$ cat src/i2cm_pkg.sv
package i2cm_pkg;

    // Command codes carried on the input channel's tuser
    typedef enum logic [2:0] {
        KIND_NONE  = 3'd0,
        KIND_START = 3'd1,
        KIND_STOP  = 3'd2,
        KIND_SEND  = 3'd3,
        KIND_RECV  = 3'd4,
        KIND_SACK  = 3'd5,
        KIND_RACK  = 3'd6,
        // unused code, behaves as no command
        KIND_RSVD  = 3'd7
    } kind_t;

    localparam int unsigned TICKS_W     = 16;
    localparam int unsigned PHASE_W     = 5;
    localparam logic [TICKS_W-1:0] TICKS_RESET = 16'd720;

    // Input tdata layout (lowest bit first): tx_byte, ack_level, sda_in, pad
    localparam int unsigned IN_DATA_W  = 16;
    localparam int unsigned OUT_DATA_W = 16;

    // Per-tick result of the sequencer
    typedef struct packed {
        logic       rx_ack;
        logic [7:0] rx_byte;
        logic       done_res;
        logic       busy_res;
        logic       sda_out;
        logic       scl_out;
    } res_t;

    // Index of the final phase of each command
    function automatic logic [PHASE_W-1:0] last_phase(input kind_t cmd);
        logic [PHASE_W-1:0] lp;
        unique case (cmd)
            KIND_START: lp = 5'd3;
            KIND_STOP:  lp = 5'd2;
            KIND_SEND:  lp = 5'd23;
            KIND_RECV:  lp = 5'd24;
            KIND_SACK:  lp = 5'd2;
            KIND_RACK:  lp = 5'd3;
            default:    lp = 5'd0;
        endcase
        return lp;
    endfunction

endpackage

$ cat src/i2c_master_bit_sequencer_top.sv
// I2C master bit sequencer driving open-drain SCL/SDA levels.
// Input channel (s_): one transfer per bit-timing tick. s_tuser carries the
// command kind (none, start, stop, send byte, receive byte, send ack,
// receive ack); s_tdata carries the byte to send, the ack level and the
// sampled SDA line level. A command given while one is in progress is dropped.
// Result channel (m_): exactly one transfer per input transfer, in order,
// with the SCL/SDA drive levels, busy, the done pulse, the last received
// byte and the last sampled ack bit.
// Config channel: cfg_data writes phase_ticks, the ticks each phase is held
// (0 acts as 1); write it only while no transfer is in flight from s_ to m_.
// A result reaches m_ through the input register, then the result register,
// which it enters on the sequencer step. Throughput: one transfer per
// cycle while m_tready stays high; the sequencer step lies between the two registers.
// Reset: both lines released high, no command, phase_ticks = 720.
// When m_tready is low the result register holds, the input register
// fills, and s_tready then drops until the result is taken.
module i2c_master_bit_sequencer_top (
    input  logic                              aclk,
    input  logic                              aresetn,
    input  logic                              s_tvalid,
    output logic                              s_tready,
    // tdata: tx_byte[7:0], ack_level[8], sda_in[9], zero pad [15:10]
    input  logic [i2cm_pkg::IN_DATA_W-1:0]    s_tdata,
    // tuser: kind[2:0]
    input  logic [2:0]                        s_tuser,
    output logic                              m_tvalid,
    input  logic                              m_tready,
    // tdata: scl_out[0], sda_out[1], busy_res[2], done_res[3],
    //        rx_byte[11:4], rx_ack[12], zero pad [15:13]
    output logic [i2cm_pkg::OUT_DATA_W-1:0]   m_tdata,
    input  logic                              cfg_valid,
    output logic                              cfg_ready,
    input  logic [i2cm_pkg::TICKS_W-1:0]      cfg_data
);
    import i2cm_pkg::*;

    logic               in_valid_reg;
    logic [2:0]         in_kind_reg;
    logic [7:0]         in_tx_reg;
    logic               in_ack_reg;
    logic               in_sda_reg;
    logic               out_valid_reg;
    logic [OUT_DATA_W-1:0] out_data_reg;
    logic [TICKS_W-1:0] ticks_reg;
    logic               out_free;
    logic               step;
    res_t               res;

    assign out_free  = !out_valid_reg || m_tready;
    assign step      = in_valid_reg && out_free;
    assign s_tready  = !in_valid_reg || out_free;
    assign m_tvalid  = out_valid_reg;
    assign m_tdata   = out_data_reg;
    assign cfg_ready = 1'b1;

    i2cm_seq u_seq (
        .aclk        (aclk),
        .aresetn     (aresetn),
        .step        (step),
        .kind        (kind_t'(in_kind_reg)),
        .tx_byte     (in_tx_reg),
        .ack_level   (in_ack_reg),
        .sda_in      (in_sda_reg),
        .phase_ticks (ticks_reg),
        .res         (res)
    );

    // Hold the phase length register
    always_ff @(posedge aclk) begin
        if (!aresetn) begin
            ticks_reg <= TICKS_RESET;
        end else if (cfg_valid && cfg_ready) begin
            ticks_reg <= cfg_data;
        end
    end

    // Capture an input transfer
    always_ff @(posedge aclk) begin
        if (!aresetn) begin
            in_valid_reg <= 1'b0;
        end else if (s_tready) begin
            in_valid_reg <= s_tvalid;
        end
    end

    always_ff @(posedge aclk) begin
        if (s_tvalid && s_tready) begin
            in_kind_reg <= s_tuser;
            in_tx_reg   <= s_tdata[7:0];
            in_ack_reg  <= s_tdata[8];
            in_sda_reg  <= s_tdata[9];
        end
    end

    // Register the result and hold it until the transfer completes
    always_ff @(posedge aclk) begin
        if (!aresetn) begin
            out_valid_reg <= 1'b0;
        end else if (out_free) begin
            out_valid_reg <= in_valid_reg;
        end
    end

    always_ff @(posedge aclk) begin
        if (step) begin
            out_data_reg <= {3'd0, res.rx_ack, res.rx_byte, res.done_res,
                             res.busy_res, res.sda_out, res.scl_out};
        end
    end

endmodule

$ cat src/i2cm_seq.sv
module i2cm_seq (
    input  logic                           aclk,
    input  logic                           aresetn,
    input  logic                           step,
    input  i2cm_pkg::kind_t                kind,
    input  logic [7:0]                     tx_byte,
    input  logic                           ack_level,
    input  logic                           sda_in,
    input  logic [i2cm_pkg::TICKS_W-1:0]   phase_ticks,
    output i2cm_pkg::res_t                 res
);
    import i2cm_pkg::*;

    kind_t              cmd_reg,   cmd_next;
    logic [PHASE_W-1:0] idx_reg,   idx_next;
    logic [TICKS_W-1:0] wait_reg,  wait_next;
    logic [7:0]         shift_reg, shift_next;
    logic               scl_reg,   scl_next;
    logic               sda_reg,   sda_next;
    logic               ack_reg,   ack_next;
    logic [7:0]         rxh_reg,   rxh_next;
    // Position within a three-phase bit slot, and bit number for send byte
    logic [1:0]         slot_reg,  slot_next;
    logic [2:0]         bit_reg,   bit_next;

    logic [TICKS_W-1:0] hold;
    logic [TICKS_W-1:0] wait_dec;
    logic               run;
    logic               done;

    assign hold     = (phase_ticks == '0) ? TICKS_W'(1) : phase_ticks;
    assign wait_dec = wait_reg - TICKS_W'(1);

    always_comb begin
        cmd_next   = cmd_reg;
        idx_next   = idx_reg;
        wait_next  = wait_reg;
        shift_next = shift_reg;
        scl_next   = scl_reg;
        sda_next   = sda_reg;
        ack_next   = ack_reg;
        rxh_next   = rxh_reg;
        slot_next  = slot_reg;
        bit_next   = bit_reg;
        run        = 1'b0;
        done       = 1'b0;

        // Start a command, or count down and step through its phases
        if (cmd_reg == KIND_NONE) begin
            if (kind != KIND_NONE && kind != KIND_RSVD) begin
                cmd_next  = kind;
                idx_next  = '0;
                slot_next = (kind == KIND_RECV) ? 2'd2 : 2'd0;
                bit_next  = 3'd7;
                if (kind == KIND_SEND) begin
                    shift_next = tx_byte;
                end else if (kind == KIND_SACK) begin
                    shift_next = {7'd0, ack_level};
                end else if (kind == KIND_RECV) begin
                    shift_next = 8'd0;
                end
                run       = 1'b1;
                wait_next = hold;
            end
        end else begin
            wait_next = wait_dec;
            if (wait_dec == '0) begin
                if (idx_reg >= last_phase(cmd_reg)) begin
                    done     = 1'b1;
                    if (cmd_reg == KIND_RECV) begin
                        rxh_next = shift_reg;
                    end
                    cmd_next = KIND_NONE;
                    idx_next = '0;
                end else begin
                    idx_next  = idx_reg + PHASE_W'(1);
                    slot_next = (slot_reg == 2'd2) ? 2'd0 : slot_reg + 2'd1;
                    if (cmd_reg == KIND_SEND && slot_reg == 2'd2) begin
                        bit_next = bit_reg - 3'd1;
                    end
                    run       = 1'b1;
                    wait_next = hold;
                end
            end
        end

        // Apply the action of the phase just entered
        if (run) begin
            unique case (cmd_next)
                KIND_START: begin
                    unique case (idx_next)
                        5'd0:    sda_next = 1'b1;
                        5'd1:    scl_next = 1'b1;
                        5'd2:    sda_next = 1'b0;
                        default: scl_next = 1'b0;
                    endcase
                end
                KIND_STOP: begin
                    unique case (idx_next)
                        5'd0:    sda_next = 1'b0;
                        5'd1:    scl_next = 1'b1;
                        default: sda_next = 1'b1;
                    endcase
                end
                KIND_SEND: begin
                    unique case (slot_next)
                        2'd0:    sda_next = shift_next[bit_next];
                        2'd1:    scl_next = 1'b1;
                        default: scl_next = 1'b0;
                    endcase
                end
                KIND_RECV: begin
                    if (idx_next == '0) begin
                        sda_next = 1'b1;
                    end else begin
                        unique case (slot_next)
                            2'd0:    scl_next = 1'b1;
                            2'd1:    shift_next = {shift_next[6:0], sda_in};
                            default: scl_next = 1'b0;
                        endcase
                    end
                end
                KIND_SACK: begin
                    unique case (idx_next)
                        5'd0:    sda_next = shift_next[0];
                        5'd1:    scl_next = 1'b1;
                        default: scl_next = 1'b0;
                    endcase
                end
                KIND_RACK: begin
                    unique case (idx_next)
                        5'd0:    sda_next = 1'b1;
                        5'd1:    scl_next = 1'b1;
                        5'd2:    ack_next = sda_in;
                        default: scl_next = 1'b0;
                    endcase
                end
                default: ;
            endcase
        end
    end

    // Result of this tick, taken by the output register
    always_comb begin
        res.scl_out  = scl_next;
        res.sda_out  = sda_next;
        res.busy_res = (cmd_next != KIND_NONE);
        res.done_res = done;
        res.rx_byte  = rxh_next;
        res.rx_ack   = ack_next;
    end

    // Hold sequencer state; advance once per consumed tick
    always_ff @(posedge aclk) begin
        if (!aresetn) begin
            cmd_reg   <= KIND_NONE;
            idx_reg   <= '0;
            wait_reg  <= '0;
            shift_reg <= '0;
            scl_reg   <= 1'b1;
            sda_reg   <= 1'b1;
            ack_reg   <= 1'b0;
            rxh_reg   <= '0;
            slot_reg  <= '0;
            bit_reg   <= '0;
        end else if (step) begin
            cmd_reg   <= cmd_next;
            idx_reg   <= idx_next;
            wait_reg  <= wait_next;
            shift_reg <= shift_next;
            scl_reg   <= scl_next;
            sda_reg   <= sda_next;
            ack_reg   <= ack_next;
            rxh_reg   <= rxh_next;
            slot_reg  <= slot_next;
            bit_reg   <= bit_next;
        end
    end

endmodule

$ cat config.mk
export PLATFORM = sky130hd
export DESIGN_NAME = i2c_master_bit_sequencer_top
export DESIGN_NICKNAME = d
export VERILOG_FILES = /design/src/i2cm_pkg.sv /design/src/i2c_master_bit_sequencer_top.sv /design/src/i2cm_seq.sv
export SDC_FILE = /design/constraint.sdc
export NUM_CORES = 1
export LEC_CHECK = 0
export BUFFER_PORTS_ARGS = -buffer_cell sky130_fd_sc_hd__buf_2
export CAP_MARGIN = 20
export CELL_PAD_IN_SITES_DETAIL_PLACEMENT = 1
export CELL_PAD_IN_SITES_GLOBAL_PLACEMENT = 2
export CORE_ASPECT_RATIO = 0.75
export CORE_MARGIN = 5
export CORE_UTILIZATION = 39
export DETAILED_ROUTE_END_ITERATION = 10
export HOLD_SLACK_MARGIN = 0.02
export PLACE_DENSITY_LB_ADDON = 0.1
export SLEW_MARGIN = 20
export SYNTH_ARGS = -nofsm -noshare
export SYNTH_HDL_FRONTEND = slang
export SYNTH_SLANG_ARGS = --single-unit
$ cat constraint.sdc
create_clock -name aclk -period 8.6 [get_ports aclk]
set_clock_uncertainty 0.15 [all_clocks]
set_input_delay 1.72 -clock aclk [delete_from_list [all_inputs] [get_ports aclk]]
set_output_delay 1.72 -clock aclk [all_outputs]
set_load 0.01 [all_outputs]
# Word-level counts from Yosys, hierarchy flattened
# Cells that the tools add are included.
# word_totals
wordCells	134
regBits	92
out_inout_bits	19
# classes
bitwise_logic	1
mux	65
n_reduce_logical	22
add_sub_neg	4
magnitude_cmp	2
n_eq_ne	21
# op_table
operator	count
$mux W8	13
$mux W16	5
$logic_not A16 Y1	2
$mux W5	6
$mux W3	9
$eq A3 B3 Y1 const B	8
$pmux W5 S4	1
$mux W1	16
$sub A16 B1 Y16 const B	1
$eq A3 B2 Y1 const B	5
$mux W2	6
$pmux W1 S2	6
$reduce_or A2 Y1	6
$pmux W1 S5	2
$eq A3 B1 Y1 const B	2
$reduce_bool A3 Y1	2
$add A5 B1 Y5 const B	1
$eq A5 B1 Y1 const B	1
$eq A5 B2 Y1 const B	1
$ge A5 B5 Y1	1
$logic_not A5 Y1	1
$logic_and A1 B1 Y1	4
$lt A3 B4 Y1 const B	1
$bmux W1 S3	1
12 further kinds	14

# Depth between registers and ports, before layout
# logic_depth
ltp_word	14
depth_mapped	16

# Hierarchy
# From an unflattened synthesis, not the netlist that was laid out.
# unflattened
cells_unflattened	636
area_unflattened_um2	5791.8
# modules_own_cells
mod	n_inst	area_each_um2	cells_each
i2cm_seq	1	4282.9	544
i2c_master_bit_sequencer_top	1	1508.9	92

# Worst setup path after synthesis
# No wires, ideal clock.
# synth_path
path_type	input to output
start	input m_tready
end	output s_tready
setup_slack_ps	4713
n_path_buf	0
path_stages	2
arrival_ps	2017
cell_sequence	nor2b_1 nand2_1
# synth_between
elab_chain_cells	2
# synth_rtl
element	line	source
from (decl)	i2c_master_bit_sequencer_top.sv:27	input logic m_tready,
$logic_or A1 B1 Y1	i2c_master_bit_sequencer_top.sv:49	assign out_free = !out_valid_reg || m_tready;
$logic_or A1 B1 Y1	i2c_master_bit_sequencer_top.sv:51	assign s_tready = !in_valid_reg || out_free;
to (decl)	i2c_master_bit_sequencer_top.sv:21	output logic s_tready,
# Every way passes these cells.

==> flow_metrics.env <==
export IMPL_place_detailed_hpwl_mm=12.79
export IMPL_ioPinCount=59
export IMPL_ys_dominant_reg_cell="sky130_fd_sc_hd__dfxtp_1"
export IMPL_pin_count_of_the_biggest_net_entering_global_routing=59
export IMPL_grt_antenna_before_repair=0
export IMPL_tritoncts="yes"
export IMPL_worst_path_max_fanout=10
export IMPL_crit_arrival_ps=4550
export IMPL_async_reset_ff_share_pct=0
export IMPL_postRouteAntennaNets=0
export IMPL_diode_insertion_count_for_antenna_repair=0
export IMPL_layout_cells_most_common_list="sky130_fd_sc_hd__nor2_1, sky130_fd_sc_hd__nand2_1, sky130_fd_sc_hd__dfxtp_1"
export IMPL_first_pass_iteration_count_of_the_detailed_router=4
export IMPL_timing_fmax_ghz=0.2172
export IMPL_postCtsSetupBuffers=0
export IMPL_vdd_ir_drop_max_mv=0.1120
export IMPL_leakage_nw=2.256
export IMPL_cts_clk_slew_worst_paths_ps=70
export IMPL_maxSlewHeadroom_pct=30.57
export IMPL_distinct_cells_synth=83
export IMPL_worst_hold_margin_ps=306.1
export IMPL_synthesis_yosys_warnings=0
export IMPL_chipWidth_um=149.1
export IMPL_period_minus_slack_ps=4604
export IMPL_cp_data_required_time_ps=8550
export IMPL_fillers=1746
export IMPL_routed_wirelength_mm=17.50
export IMPL_grt_util_all_layers_pct=21.27
export IMPL_most_common_library_cell_in_the_layout_ignoring_fill_and_taps="sky130_fd_sc_hd__nor2_1"
export IMPL_worstSetupPathType="reg2reg"
export IMPL_met3_length_um=773
export IMPL_num_rows=38
export IMPL_outcome="complete, no violations"
export IMPL_grt_first_pass_wirelength_mm=28.67
export IMPL_dieHeight_um=114.3
export IMPL_power_density_nw_per_um2=193.4
export IMPL_final_layout_size_suffix_gt1_share_pct=16.23
export IMPL_number_of_synthesized_flops_with_an_enable_pin=26
export IMPL_initial_core_util_pct=39.39
export IMPL_post_synth_inst_count=661
export IMPL_report_final_setup_viol=0
export IMPL_timing_hold_worst_class="reg2reg"
export IMPL_vias_per_cell=5.894
export IMPL_detailed_route_via_count=5210
export IMPL_maxCapViolCount=0
export IMPL_routedLengthMet1_mm=9.335
export IMPL_finalNetCount=728
export IMPL_uppermost_layer_routed="met4"
export IMPL_worstSetupStartpointType="register"
export IMPL_worst_skew_pair_late_latency_ps=360
export IMPL_area_occupied_by_multi_input_gates_um2=3302
export IMPL_gr_total_overflow=0
export IMPL_yosysSeqAreaShare_pct=37.17
export IMPL_cts_htree_levels=3
export IMPL_report_final_slew_viol_count=0
export IMPL_clockRootBuffer="sky130_fd_sc_hd__clkbuf_16"
export IMPL_post_drt_wl_per_cell_um=19.80
export IMPL_worst_setup_path_end_kind="register"
export IMPL_cts_hold_buf=0
export IMPL_placer_s_final_routability_congestion_estimate=0.8969
export IMPL_ys_seq_elements=92
export IMPL_grt_pass1_vias=5269
export IMPL_drcViolationCount=0
export IMPL_transition_time_of_the_tightest_slew_check_pin_ps=1038
export IMPL_detailed_routed_wire_length_on_met2_mm=7.247
export IMPL_io_buffers=48
export IMPL_synthesis_area_um2=5655
export IMPL_fp_coreArea_um2=14360
export IMPL_design_die_area_um2=17030
export IMPL_cts_repair_resize_count=0
export IMPL_grt_setup_unrepaired="false"
export IMPL_hold_viol_final=0
export IMPL_cts_buffers_inserted=9
export IMPL_ctsLongestPathBuffers=2
export IMPL_drt_initial_drc_count=292
export IMPL_number_of_sinks_driven_by_the_clock_tree=92
export IMPL_finalSetupTns_ps=0
export IMPL_area_growth_synth_to_finish_pct=10.80
export IMPL_period_share_pct=53.54
export IMPL_register_area_um2=2102
export IMPL_syn_avg_cell_area_um2=8.556
-- cell type report --
| class | count | share of cell area (%) |
|---|---|---|
| Clock buffer | 10 | 3.714 |
| Clock inverter | 6 | 0.8986 |
| Inverter | 12 | 0.7188 |
| Multi-Input combinational cell | 511 | 52.70 |
| Sequential cell | 92 | 33.55 |
| Tap cell | 200 | 3.994 |
| Timing Repair Buffer | 53 | 4.433 |
-- logic make-up (layout without fill, tap and decap cells) --
family,after synthesis,in the layout,share of synthesized area [%]
AOI/OAI and AO/OA,198,198,24.98
xor gates and xnor gates,6,6,1.195
adders and majority gates,9,9,1.991
buffers and inverters,60,81,4.624
DFF,92,92,37.17
muxes,30,30,5.553
other,2,4,0.1328
and+or+nand+nor,264,264,24.36
-- power by group --
group | switching (mW) | internal [mW] | total, mW
sequential | 0.0307 | 0.468 | 0.499
combinational | 0.208 | 0.110 | 0.318
clock | 0.189 | 0.206 | 0.395
-- cells in the mapped netlist (4+ instances only) --
library cell	n	area [µm²]
sky130_fd_sc_hd__nand2_1	67	251.5
sky130_fd_sc_hd__buf_4	5	37.54
sky130_fd_sc_hd__o21ai_0	19	95.09
sky130_fd_sc_hd__nand3_1	17	85.08
sky130_fd_sc_hd__a31oi_1	9	56.30
sky130_fd_sc_hd__or3_1	4	25.02
sky130_fd_sc_hd__a32o_1	10	100.1
sky130_fd_sc_hd__a32oi_1	4	35.03
sky130_fd_sc_hd__o21a_1	13	97.59
sky130_fd_sc_hd__nand4_1	10	62.56
sky130_fd_sc_hd__mux2i_1	19	190.2
sky130_fd_sc_hd__mux2_2	11	123.9
sky130_fd_sc_hd__a22o_1	6	52.55
sky130_fd_sc_hd__nor2_1	79	296.5
sky130_fd_sc_hd__o21ai_1	13	65.06
sky130_fd_sc_hd__clkbuf_1	38	142.6
sky130_fd_sc_hd__and2_1	7	43.79
sky130_fd_sc_hd__dfxtp_1	66	1321
sky130_fd_sc_hd__a22oi_1	6	45.04
sky130_fd_sc_hd__a21oi_1	52	260.3
sky130_fd_sc_hd__edfxtp_1	26	780.8
sky130_fd_sc_hd__nand3b_1	7	52.55
sky130_fd_sc_hd__nor3_1	22	110.1
sky130_fd_sc_hd__o211ai_1	10	75.07
sky130_fd_sc_hd__a21o_1	9	67.56
sky130_fd_sc_hd__nand2b_1	4	25.02
sky130_fd_sc_hd__ha_1	9	112.6
sky130_fd_sc_hd__a211oi_1	10	75.07
sky130_fd_sc_hd__nor2b_1	5	31.28
sky130_fd_sc_hd__and3_1	4	25.02
sky130_fd_sc_hd__nor4_1	11	68.82
sky130_fd_sc_hd__inv_1	11	41.29
-- critical path, cell delays in order, from the launching register on --
cell and delay [ps]:
sky130_fd_sc_hd__dfxtp_1 430, sky130_fd_sc_hd__inv_1 140, sky130_fd_sc_hd__ha_1 410, sky130_fd_sc_hd__nor3b_2 480, sky130_fd_sc_hd__a32o_1 220, sky130_fd_sc_hd__a32oi_2 170
sky130_fd_sc_hd__nor3_1 540, sky130_fd_sc_hd__nand2_1 250, sky130_fd_sc_hd__mux2_2 400, sky130_fd_sc_hd__nor4_4 570, sky130_fd_sc_hd__o32ai_1 200, sky130_fd_sc_hd__a32oi_1 260
sky130_fd_sc_hd__o21ai_0 110
-- path summary, 6_finish.rpt --
kind	endpoint	slack [ps]	cells after the start	startpoint
worst max-delay path	m_tdata[0]	4000	12	u_seq.wait_reg[1]
worst min-delay path	u_seq.rxh_reg[5]	310	2	u_seq.rxh_reg[5]
worst max register to register	m_tdata[0]	4000	12	u_seq.wait_reg[1]
worst min register to register	u_seq.rxh_reg[5]	310	2	u_seq.rxh_reg[5]
-- layer usage --
metal  track usage, %  vias to the layer above
met5                0                        -
met4            5.366                        0
met3            3.997                       11
li1                 -                     2514
met1            32.02                     2595
met2            31.24                       90
-- per-stage QoR --
stage               instances  utilization [%]  setup WS, ps  power (mW)  area [µm²]
floorplan                 663                -          4713      0.7400        5663
detailed placement        868            41.63          4073      0.8240        5977
global placement          868            41.61          4172      0.8113        5974
CTS                       884            43.64          4050       1.223        6266
global route              884            43.64          3599       1.280        6266
finish                    884            43.64          3996       1.212        6266
(Power assumes the default switching activity.)
